### config.mk
export PLATFORM = sky130hd
export DESIGN_NAME = byte_ring_fifo_core
export DESIGN_NICKNAME = d
export VERILOG_FILES = /design/src/design/brf_pkg.sv /design/src/design/brf_ctrl.sv /design/src/design/brf_dpath.sv /design/src/design/byte_ring_fifo_core.sv
export SDC_FILE = /design/constraint.sdc
export NUM_CORES = 2
export LEC_CHECK = 0
export ABC_AREA = 1
export BUFFER_PORTS_ARGS = -buffer_cell sky130_fd_sc_hd__buf_2
export CAP_MARGIN = 0
export CORE_ASPECT_RATIO = 1.75
export CORE_MARGIN = 1
export CORE_UTILIZATION = 60
export DETAILED_ROUTE_END_ITERATION = 10
export PLACE_DENSITY = 0.76
export SLEW_MARGIN = 30
export SYNTH_ARGS = -nofsm -noshare
export SYNTH_HDL_FRONTEND = slang
export SYNTH_SLANG_ARGS = --single-unit
### constraint.sdc
create_clock -name clk -period 6.58 [get_ports clk]
set_input_delay 1.645 -clock clk [delete_from_list [all_inputs] [get_ports clk]]
set_output_delay 1.645 -clock clk [all_outputs]
set_load 0.03 [all_outputs]
### src/design/brf_pkg.sv
`timescale 1ns / 1ps
`default_nettype none
// ----------------------------------------------------------------------------
// brf_pkg: shared types and constants for the byte ring FIFO
// Storage depth, field widths, command codes and the controller command word.
// ----------------------------------------------------------------------------
package brf_pkg;

    localparam int DEPTH = 256;
    localparam int IDX_W = $clog2(DEPTH);
    localparam int CNT_W = $clog2(DEPTH + 1);
    localparam int SUM_W = CNT_W + 1;

    // fixed field widths
    localparam int CMD_W  = 3;
    localparam int DATA_W = 8;
    localparam int SIZE_W = 9;

    // config port
    localparam int ADDR_W  = 3;
    localparam int PDATA_W = 32;
    localparam logic [ADDR_W-3:0] REG_SIZE_IN_USE = '0;
    localparam logic [SIZE_W-1:0] SIZE_RESET = SIZE_W'(256);

    // command codes
    localparam logic [CMD_W-1:0] CMD_PUSH      = 3'd0;
    localparam logic [CMD_W-1:0] CMD_PUSH_OVWR = 3'd1;
    localparam logic [CMD_W-1:0] CMD_POP       = 3'd2;
    localparam logic [CMD_W-1:0] CMD_PEEK      = 3'd3;
    localparam logic [CMD_W-1:0] CMD_SKIP      = 3'd4;

    // controller to datapath
    typedef struct packed {
        logic capture;  // latch input word, read store at head
        logic exec;     // apply command, load output register
    } brf_cmd_t;

    // ring length: 0 acts as 1, anything above DEPTH acts as DEPTH
    function automatic logic [CNT_W-1:0] ring_len(input logic [SIZE_W-1:0] size);
        logic [CNT_W-1:0] s;
        if (size == '0)
            s = CNT_W'(1);
        else if (32'(size) > 32'(DEPTH))
            s = CNT_W'(DEPTH);
        else
            s = CNT_W'(size);
        return s;
    endfunction

endpackage
`default_nettype wire

### src/design/brf_ctrl.sv
`timescale 1ns / 1ps
`default_nettype none
// ----------------------------------------------------------------------------
// brf_ctrl: handshake controller
// Accepts one word at a time, sequences the execute step and owns the
// output valid flag.
// ----------------------------------------------------------------------------
module brf_ctrl (
    input  wire logic             clk,
    input  wire logic             rst_n,
    input  wire logic             in_valid,
    output logic                  in_stall,
    output logic                  out_valid,
    input  wire logic             out_stall,
    output brf_pkg::brf_cmd_t     dp_cmd
);

    localparam logic ST_IDLE = 1'b0;
    localparam logic ST_EXEC = 1'b1;

    logic state_reg, state_next;
    logic out_valid_reg, out_valid_next;
    logic out_free;

    assign out_free = !out_valid_reg || !out_stall;

    always_comb
    begin
        state_next     = state_reg;
        out_valid_next = out_valid_reg && out_stall;
        dp_cmd         = '0;
        unique case (state_reg)
            ST_IDLE:
            begin
                if (in_valid)
                begin
                    dp_cmd.capture = 1'b1;
                    state_next     = ST_EXEC;
                end
            end
            ST_EXEC:
            begin
                if (out_free)
                begin
                    dp_cmd.exec    = 1'b1;
                    out_valid_next = 1'b1;
                    state_next     = ST_IDLE;
                end
            end
            default:
            begin
                state_next = ST_IDLE;
            end
        endcase
    end

    always_ff @(posedge clk or negedge rst_n)
    begin
        if (!rst_n)
        begin
            state_reg     <= ST_IDLE;
            out_valid_reg <= 1'b0;
        end
        else
        begin
            state_reg     <= state_next;
            out_valid_reg <= out_valid_next;
        end
    end

    assign in_stall  = (state_reg != ST_IDLE);
    assign out_valid = out_valid_reg;

    // an accepted word always moves to execute
    a_accept_exec: assert property (@(posedge clk) disable iff (!rst_n)
        (in_valid && !in_stall) |=> (state_reg == ST_EXEC))
        else $error("accepted word did not enter execute");

    // execute never overwrites a result that is still held
    a_exec_free: assert property (@(posedge clk) disable iff (!rst_n)
        dp_cmd.exec |-> out_free)
        else $error("execute while output register busy");

endmodule
`default_nettype wire

### src/design/brf_dpath.sv
`timescale 1ns / 1ps
`default_nettype none
// ----------------------------------------------------------------------------
// brf_dpath: ring datapath
// Byte store, head index, fill count, input latch and output register.
// ----------------------------------------------------------------------------
module brf_dpath (
    input  wire logic                          clk,
    input  wire logic                          rst_n,
    input  wire brf_pkg::brf_cmd_t             dp_cmd,
    input  wire logic                          cfg_clear,
    input  wire logic [brf_pkg::SIZE_W-1:0]    size_in_use,
    input  wire logic [brf_pkg::CMD_W-1:0]     cmd,
    input  wire logic [brf_pkg::DATA_W-1:0]    data_in,
    input  wire logic [brf_pkg::SIZE_W-1:0]    skip_count,
    output logic [brf_pkg::DATA_W-1:0]         data_out,
    output logic                               data_valid,
    output logic                               accepted,
    output logic [brf_pkg::SIZE_W-1:0]         removed_count,
    output logic [brf_pkg::SIZE_W-1:0]         fill_level
);

    localparam int IDX_W  = brf_pkg::IDX_W;
    localparam int CNT_W  = brf_pkg::CNT_W;
    localparam int SUM_W  = brf_pkg::SUM_W;
    localparam int DATA_W = brf_pkg::DATA_W;
    localparam int SIZE_W = brf_pkg::SIZE_W;

    logic [DATA_W-1:0] store [brf_pkg::DEPTH];

    logic [IDX_W-1:0]  head_reg, head_next;
    logic [CNT_W-1:0]  held_reg, held_next;
    logic [brf_pkg::CMD_W-1:0] cmd_reg;
    logic [DATA_W-1:0] din_reg;
    logic [SIZE_W-1:0] skip_reg;
    logic [DATA_W-1:0] rd_data_reg;

    logic [DATA_W-1:0] dout_reg, dout_next;
    logic              dvalid_reg, dvalid_next;
    logic              acc_reg, acc_next;
    logic [SIZE_W-1:0] removed_reg, removed_next;
    logic [SIZE_W-1:0] fill_reg, fill_next;

    logic              wr_en;
    logic [IDX_W-1:0]  wr_addr;

    logic [CNT_W-1:0]  ring_s;
    logic [SUM_W-1:0]  tail_sum, head_inc, skip_sum, rem_w;
    logic [IDX_W-1:0]  tail_idx, head_pop, head_skip;
    logic [CNT_W-1:0]  removed, held_skip;

    assign ring_s = brf_pkg::ring_len(size_in_use);

    always_comb
    begin
        tail_sum = SUM_W'(head_reg) + SUM_W'(held_reg);
        tail_idx = (tail_sum >= SUM_W'(ring_s)) ? IDX_W'(tail_sum - SUM_W'(ring_s))
                                                 : IDX_W'(tail_sum);

        head_inc = SUM_W'(head_reg) + SUM_W'(1);
        head_pop = (head_inc >= SUM_W'(ring_s) || held_reg == CNT_W'(1)) ? '0
                                                                          : IDX_W'(head_inc);

        // skip saturates at fill, head wraps once at most
        removed   = (SUM_W'(skip_reg) > SUM_W'(held_reg)) ? held_reg : CNT_W'(skip_reg);
        rem_w     = SUM_W'(removed);
        held_skip = held_reg - removed;
        skip_sum  = SUM_W'(head_reg) + rem_w;
        if (held_skip == '0)
            head_skip = '0;
        else if (skip_sum >= SUM_W'(ring_s))
            head_skip = IDX_W'(skip_sum - SUM_W'(ring_s));
        else
            head_skip = IDX_W'(skip_sum);
    end

    always_comb
    begin
        head_next    = head_reg;
        held_next    = held_reg;
        wr_en        = 1'b0;
        wr_addr      = tail_idx;
        dout_next    = '0;
        dvalid_next  = 1'b0;
        acc_next     = 1'b0;
        removed_next = '0;
        unique case (cmd_reg)
            brf_pkg::CMD_PUSH:
            begin
                if (held_reg < ring_s)
                begin
                    wr_en     = 1'b1;
                    held_next = held_reg + CNT_W'(1);
                    acc_next  = 1'b1;
                end
            end
            brf_pkg::CMD_PUSH_OVWR:
            begin
                wr_en    = 1'b1;
                acc_next = 1'b1;
                if (held_reg >= ring_s)
                begin
                    // full: new byte lands in the dropped head slot
                    wr_addr     = head_reg;
                    head_next   = (head_inc >= SUM_W'(ring_s)) ? '0 : IDX_W'(head_inc);
                    dout_next   = rd_data_reg;
                    dvalid_next = 1'b1;
                end
                else
                begin
                    held_next = held_reg + CNT_W'(1);
                end
            end
            brf_pkg::CMD_POP:
            begin
                if (held_reg != '0)
                begin
                    head_next   = head_pop;
                    held_next   = held_reg - CNT_W'(1);
                    dout_next   = rd_data_reg;
                    dvalid_next = 1'b1;
                end
            end
            brf_pkg::CMD_PEEK:
            begin
                if (held_reg != '0)
                begin
                    dout_next   = rd_data_reg;
                    dvalid_next = 1'b1;
                end
            end
            brf_pkg::CMD_SKIP:
            begin
                head_next    = head_skip;
                held_next    = held_skip;
                removed_next = SIZE_W'(removed);
            end
            default:
            begin
            end
        endcase
        fill_next = SIZE_W'(held_next);
    end

    // store: no reset, registered read of the head at capture
    always_ff @(posedge clk)
    begin
        if (dp_cmd.capture)
            rd_data_reg <= store[head_reg];
        if (dp_cmd.exec && wr_en)
            store[wr_addr] <= din_reg;
    end

    always_ff @(posedge clk)
    begin
        if (dp_cmd.capture)
        begin
            cmd_reg  <= cmd;
            din_reg  <= data_in;
            skip_reg <= skip_count;
        end
        if (dp_cmd.exec)
        begin
            dout_reg    <= dout_next;
            dvalid_reg  <= dvalid_next;
            acc_reg     <= acc_next;
            removed_reg <= removed_next;
            fill_reg    <= fill_next;
        end
    end

    always_ff @(posedge clk or negedge rst_n)
    begin
        if (!rst_n)
        begin
            head_reg <= '0;
            held_reg <= '0;
        end
        else if (cfg_clear)
        begin
            head_reg <= '0;
            held_reg <= '0;
        end
        else if (dp_cmd.exec)
        begin
            head_reg <= head_next;
            held_reg <= held_next;
        end
    end

    assign data_out      = dout_reg;
    assign data_valid    = dvalid_reg;
    assign accepted      = acc_reg;
    assign removed_count = removed_reg;
    assign fill_level    = fill_reg;

    a_held_bound: assert property (@(posedge clk) disable iff (!rst_n)
        held_reg <= ring_s)
        else $error("fill count above ring length");

    a_empty_head: assert property (@(posedge clk) disable iff (!rst_n)
        (held_reg == '0) |-> (head_reg == '0))
        else $error("head not at zero while empty");

endmodule
`default_nettype wire

### src/design/byte_ring_fifo_core.sv
`timescale 1ns / 1ps
`default_nettype none
// ----------------------------------------------------------------------------
// byte_ring_fifo_core: circular byte FIFO with overwrite-oldest push
// A word is captured at accept (store read at head) and applied at execute,
// which waits for a free output register; in_stall holds off the next word.
// The output register lets the next word be accepted while a result waits.
// Reset: FIFO empty, head 0, size_in_use 256; store contents left undefined.
// ----------------------------------------------------------------------------
module byte_ring_fifo_core (
    input  wire logic                           clk,
    input  wire logic                           rst_n,
    input  wire logic                           in_valid,
    output logic                                in_stall,
    input  wire logic [brf_pkg::CMD_W-1:0]      cmd,
    input  wire logic [brf_pkg::DATA_W-1:0]     data_in,
    input  wire logic [brf_pkg::SIZE_W-1:0]     skip_count,
    output logic                                out_valid,
    input  wire logic                           out_stall,
    output logic [brf_pkg::DATA_W-1:0]          data_out,
    output logic                                data_valid,
    output logic                                accepted,
    output logic [brf_pkg::SIZE_W-1:0]          removed_count,
    output logic [brf_pkg::SIZE_W-1:0]          fill_level,
    input  wire logic                           psel,
    input  wire logic                           penable,
    input  wire logic                           pwrite,
    input  wire logic [brf_pkg::ADDR_W-1:0]     paddr,
    input  wire logic [brf_pkg::PDATA_W-1:0]    pwdata,
    output logic [brf_pkg::PDATA_W-1:0]         prdata,
    output logic                                pready
);

    logic [brf_pkg::SIZE_W-1:0] size_reg;
    logic                       size_hit;
    logic                       cfg_clear;
    brf_pkg::brf_cmd_t          dp_cmd;

    assign pready    = 1'b1;
    assign size_hit  = (paddr[brf_pkg::ADDR_W-1:2] == brf_pkg::REG_SIZE_IN_USE);
    assign cfg_clear = psel && penable && pwrite && size_hit;

    always_ff @(posedge clk or negedge rst_n)
    begin
        if (!rst_n)
            size_reg <= brf_pkg::SIZE_RESET;
        else if (cfg_clear)
            size_reg <= pwdata[brf_pkg::SIZE_W-1:0];
    end

    assign prdata = size_hit ? brf_pkg::PDATA_W'(size_reg) : '0;

    brf_ctrl u_ctrl (
        .clk       (clk),
        .rst_n     (rst_n),
        .in_valid  (in_valid),
        .in_stall  (in_stall),
        .out_valid (out_valid),
        .out_stall (out_stall),
        .dp_cmd    (dp_cmd)
    );

    brf_dpath u_dpath (
        .clk           (clk),
        .rst_n         (rst_n),
        .dp_cmd        (dp_cmd),
        .cfg_clear     (cfg_clear),
        .size_in_use   (size_reg),
        .cmd           (cmd),
        .data_in       (data_in),
        .skip_count    (skip_count),
        .data_out      (data_out),
        .data_valid    (data_valid),
        .accepted      (accepted),
        .removed_count (removed_count),
        .fill_level    (fill_level)
    );

endmodule
`default_nettype wire
# Yosys cells after proc, flatten, opt, wreduce, memory -nomap -nowiden
# Memories as Yosys holds them, arrays and structs flattened. A register that Yosys moved wholly into a read port is not among the register bits.
# Cells that the tools add are included.
# word_totals
out_inout_bits,63
wordCells,95
n_memories,1
ram_bits,2048
input_bits,62
register_bits,76
# mem_list
name,words,word_bits,rd,rd_clocked_by_memory_dff,wr,line,rtl
u_dpath.store,256,8,1,1,1,brf_dpath.sv:29,logic [DATA_W-1:0] store [brf_pkg::DEPTH];
# op_classes
reduce_logical,17
n_lt_le_gt_ge,7
mux,40
addsub,8
bitwise_logic,2
eq_ne,7
# ops
op,n
8-bit two-way mux,13
9-bit two-way mux,9
9-bit case mux with 4 select lines,1
8-bit case mux with 3 select lines,1
8-bit by 9-bit adder with 10-bit output,2
10-bit by 9-bit >= comparator with 1-bit output,2
9-bit >= comparator,2
9-bit logical NOT,2
8-bit case mux with 2 select lines,1
8-bit subtractor,2
1-bit two-way mux,12
8-bit by 1-bit adder with 9-bit output (second input constant),1
9-bit by 1-bit adder with 9-bit output (second input constant),1
9-bit by 1-bit equality test with 1-bit output (second input constant),1
9-bit > comparator,1
9-bit > comparator (second input constant),1
9-bit less-than comparator,1
9-bit nonzero test,1
9-bit by 1-bit subtractor with 9-bit output (second input constant),1
9-bit subtractor,1
3-bit by 2-bit equality test with 1-bit output (second input constant),2
3-bit by 2-bit inequality test with 1-bit output (second input constant),2
1-bit case mux with 2 select lines,3
1-bit logical AND,5
10 further kinds,13

# Longest topological paths before layout
# depth
word_depth,10
ltp_mapped,32
depth_no_buf,30

# By module
# Synthesis repeated with hierarchy kept, for this count alone.
# hier_totals
cells_unflattened,7059
hier_area_um2,88758.9
# modules_own_cells
mod,area_per_inst_um2,n_inst,cells_per_inst,seq_area_each_um2
brf_dpath,88024.4,1,6962,63606.0
byte_ring_fifo_core,651.9,1,87,226.5
brf_ctrl,82.6,1,10,50.0

# Least setup slack after synthesis
# Ideal clock, no wire load.
# synth_path
kind,register to register
start,reg u_dpath.held_reg[4]
end,reg u_dpath.head_reg[0]
setup_ns,0.066
n_path_buf,1
t_required_ns,6.514
setup_slack_ns,1.905
arrival_time_ns,4.609
path_stages_with_launch,30
cell_sequence,dfrtp_1 -> clkinv_1 -> ha_1 -> nand2_1 -> nor2_1 -> nand3b_1 -> nand3_1 -> nand2_1 -> clkbuf_1 -> o21ai_0 -> ha_1 -> inv_1 -> fa_1 -> o21ai_0 -> xor2_1 -> inv_1 -> ha_1 -> nand2_1 -> inv_1 -> a21oi_1 -> o21ai_0 -> nand2_1 -> nand3_1 -> nand2_1 -> nand3_1 -> nand2_1 -> nand2_1 -> nor2_1 -> o21ai_0 -> nand2_1
# synth_via
elab_chain_len,9
# synth_lines
element,line,rtl
"start, declared",brf_dpath.sv:32,"logic [CNT_W-1:0] held_reg, held_next;"
"start signal, assigned",brf_dpath.sv:187,held_reg <= held_next;
9-bit > comparator *,brf_dpath.sv:65,removed = (SUM_W'(skip_reg) > SUM_W'(held_reg)) ? held_reg : CNT_W'(skip_reg);
9-bit two-way mux *,brf_dpath.sv:65,
via u_dpath.removed[0],brf_dpath.sv:50,"logic [CNT_W-1:0] removed, held_skip;"
8-bit by 9-bit adder with 10-bit output,brf_dpath.sv:68,skip_sum = SUM_W'(head_reg) + rem_w;
8-bit subtractor or 10-bit by 9-bit >= comparator with 1-bit output (tied branches),"brf_dpath.sv:72, brf_dpath.sv:71",
8-bit two-way mux,brf_dpath.sv:71,else if (skip_sum >= SUM_W'(ring_s))
8-bit two-way mux *,brf_dpath.sv:69,if (held_skip == '0)
8-bit case mux with 3 select lines *,brf_dpath.sv:87,unique case (cmd_reg)
8-bit two-way mux *,brf_dpath.sv:184,else if (dp_cmd.exec)
8-bit two-way mux *,brf_dpath.sv:179,else if (cfg_clear)
"end signal, assigned",brf_dpath.sv:186,head_reg <= head_next;
"end, declared",brf_dpath.sv:31,"logic [IDX_W-1:0] head_reg, head_next;"
# Mark *: on every way through the listed nets, which the timed path passes. The rest lies on a longest branch. The select of a mux whose other input is x is not followed.
# A chain may end at the register's enable or synchronous reset.

# Worst setup path in the final report
# layout_path
start,reg u_dpath.held_reg[8]
end,reg u_dpath.head_reg[5]
# Same word-level chain as after synthesis.

==> summary.md <==
| Metric | Value |
|---|---|
| Cell-internal power | `25600 uW` |
| CP Buf/Inv Count | `4` |
| Period utilisation layout | `86.3%` |
| Clock power share | `24.8%` |
| Final Max Tran Viols | `0` |
| Die H | `509 um` |
| Cell leakage power | `0.0312 uW` |
| EDFF count, synth | `2104` |
| Vias per inst | `6.57` |
| Drt drc | `0` |
| Routed via count | `58800` |
| Layout cells sized above 1 | `7.68%` |
| Fmax | `176 MHz` |
| Post-synth top flop | `edfxtp_1` |
| Switching Share | `40.1%` |
| RSZ-0062 raised after global routing | `no` |
| Mapped cell area | `0.0882 mm2` |
| Final WS setup | `0.902 ns` |
| WS Path Type | `reg2reg` |
| Crit-path max FO | `9` |
| # hold bufs at CTS | `0` |
| CP max stage delay | `0.54 ns` |
| TritonCTS buffer count | `175` |
| Vias in the first global route | `57000` |
| Most common cell after layout, fill and taps aside | `edfxtp_1` |
| CTS H-tree depth | `4` |
| Largest net degree at the start of global routing | `225` |
| Synth Area in Compound Gates | `11.9%` |
| Area of the multi-input gates | `0.0216 mm2` |
| Yosys warns | `0` |
| Routed WL | `238 mm` |
| Global-route wire length before repair | `350 mm` |
| Switch Pwr | `17200 uW` |
| Setup TNS | `0 ns` |
| Slew headroom | `23.9%` |
| Worst skew pair latency | `0.81 ns` |
| Biggest register | `u_dpath.store` |
| Worst r2r src | `u_dpath.held_reg[8]` |
| Yosys cell types | `48` |
| Top cell by count, worst path | `nand2_1` |
| Core Util, Final | `65.8%` |
| Comb power frac | `38.1%` |
| Critical Path Source | `u_dpath.held_reg[8]` |
| Commonest cells after routing, fill and taps aside | `edfxtp_1 (2104), nor2_1 (1381), o21ai_0 (1081)` |
| Die area | `0.149 mm2` |
| Simple-gate share of the synthesized area | `10.9%` |
| CP delay by family, top | `simple AND/OR/NAND/NOR gates` |
| Clock Skew | `0.0271 ns` |
| Hold Startpoint | `u_ctrl.out_valid` |
| Worst Setup End Kind | `register` |
| Clock-pin slew on the worst setup and hold paths | `0.07 ns` |
| # resized after CTS | `0` |
| Number of post-CTS setup repair buffers | `0` |
| Final layout net count | `7061` |
| Site row count | `185` |
| Power Density | `447 mW/mm2` |
| GP Congestion | `0.928` |
| Status | `complete, no violations` |
| CP Launch Type | `register` |
| CTS root buf | `clkbuf_16` |
| Xor/xnor share of the synthesized area | `0.378%` |
| Maxcap violations | `0` |
| CTS Buffer Depth | `3` |
| Die span in x | `292 um` |
| Avg Cell Area, Syn | `12.5 um2` |
| Portion of netlist area occupied by mux cells | `0%` |
| Main combinational cell family by area after synthesis | `compound AO/OA/AOI/OAI gates` |
| Req. time, crit path | `7.32 ns` |
| Post-Synth Adder-Cell Area | `1.15%` |
| Routed wire per std cell | `26.6 um` |
| Pre-CTS setup slack | `1.05 ns` |
| Seq pwr share | `37.0%` |
| Ys async rst share | `1.31%` |
| Register area | `0.0639 mm2` |
| Initial DRT Pass Iterations | `6` |
| Worst Hold Class | `reg2reg` |
| GRT overflow | `0` |
| GRT Util Overall | `31.8%` |
| Core Region | `0.146 mm2` |
| Initial DRC count | `6968` |
| Detailed Place HPWL | `139 mm` |
| IO Pins | `125` |
| Max reg flops | `2048` |
| Synth Instances | `7049` |
| Critical path's slowest cell | `o21ai_0` |
| Initial antenna violation count | `6` |
| Port Buffers | `75` |
| FF+latch count, synth | `2132` |
| FILL cells | `9991` |
| Seq/Total Area, Yosys | `72.5%` |
| Worst vdd ir | `0.399 mV` |
| Sink Count | `2132` |
| Initial Util | `60.5%` |
| Final setup violation count | `0` |
| Antenna-violating nets left | `0` |
| CTS tree | `done` |
| Hold Fails Final Rpt | `0` |
| Post-layout min period | `5.68 ns` |
| Area delta synth->final | `8.65%` |
| Worst EP arrival | `6.42 ns` |
| Slew at the pin with the worst max-slew slack | `1.14 ns` |
final timing paths:
check	cells after the start	slack, ns	to
max	28	0.90	u_dpath.head_reg[5]
min	2	0.50	u_ctrl.out_valid
min in group asynchronous	1	0.90	size_reg[6]
max in group asynchronous	1	5.10	u_dpath.head_reg[0]
max reg2reg	28	0.90	u_dpath.head_reg[5]
min reg2reg	2	0.50	u_ctrl.out_valid
through the flow:
| stage | total power (uW) | hold slack, ns | std cells | cell area [um2] |
|---|---|---|---|---|
| 2_1_floorplan | 26700 | 0.519 | 7071 | 88200 |
| 3_3_place_gp | 31600 | 0.469 | 8611 | 89900 |
| 3_5_place_dp | 32000 | 0.483 | 8611 | 89900 |
| 4_1_cts | 42400 | 0.498 | 8933 | 95700 |
| 5_1_grt | 44400 | 0.520 | 8938 | 95800 |
| 6_report | 42800 | 0.502 | 8942 | 95800 |
synth_stat cells, types with 5 or more instances:
master / count / area share (%)
buf_2: 63 / 0.36
dfrtp_1: 27 / 0.77
inv_1: 139 / 0.59
nand2_4: 6 / 0.077
edfxtp_1: 2104 / 72
o211ai_1: 42 / 0.36
xnor2_1: 13 / 0.13
nor2_1: 1383 / 5.9
o21ai_0: 1081 / 6.1
nand2_2: 24 / 0.17
a21oi_1: 167 / 0.95
clkbuf_1: 360 / 1.5
nand3b_1: 8 / 0.068
nor3_1: 8 / 0.045
o21a_1: 5 / 0.043
xor2_1: 25 / 0.25
inv_2: 9 / 0.038
nand3_2: 13 / 0.15
nand4_1: 45 / 0.32
o22ai_1: 295 / 2.1
nand2_1: 399 / 1.7
buf_6: 13 / 0.17
nand3_1: 400 / 2.3
ha_1: 73 / 1.0
fa_1: 5 / 0.11
nor2_4: 12 / 0.15
buf_4: 25 / 0.21
buf_1: 48 / 0.20
o221ai_1: 221 / 2.2
clkinv_1: 8 / 0.034
metal layers:
| metal | vias up | GRT usage (%) | part of all wire (%) |
|---|---|---|---|
| met5 | - | 0 | 0.011 |
| met4 | 4 | 24.6 | 8.6 |
| met3 | 825 | 5.26 | 8.7 |
| met2 | 3450 | 53.8 | 50 |
| met1 | 28700 | 35.9 | 33 |
| li1 | 25800 | - | - |
logic make-up (layout without fill, tap and decap cells):
| kind of cell | count (synthesis) | count (layout) |
|---|---|---|
| AOI/OAI and AO/OA | 1827 | 1827 |
| and+or+nand+nor | 2306 | 2306 |
| buffers and inverters | 666 | 661 |
| DFF | 2132 | 2132 |
| xor gates and xnor gates | 38 | 38 |
| other | 2 | 30 |
| adders and majority gates | 78 | 78 |
power by group through the flow:
stage	Combinational [uW]	Clock (uW)	Sequential, uW
3_3_place_gp	15500	0	16100
3_5_place_dp	15800	0	16200
6_report	16300	10600	15900
4_1_cts	15900	10700	15900
5_1_grt	17400	11100	15900
2_1_floorplan	10000	0	16600
worst register-to-register path: cells and delay by family (launching register included):
| kind | cells | cell delay, ns |
|---|---|---|
| and+or+nand+nor | 14 | 1.91 |
| adders and majority gates | 4 | 1.49 |
| AOI/OAI and AO/OA | 5 | 1.26 |
| buffers and inverters | 4 | 0.39 |
| DFF | 1 | 0.35 |
| xor gates and xnor gates | 1 | 0.25 |
layout make-up:
type	count	area share (%)
diodes	6	0.0157
clock inverters	121	1.33
clock buffers	201	4.74
repair buffers	182	1.55
inverters	157	0.641
well taps	1870	2.44
flip-flops and latches	2132	66.7
multi-input cells	4273	22.6
(Power assumes the default switching activity.)
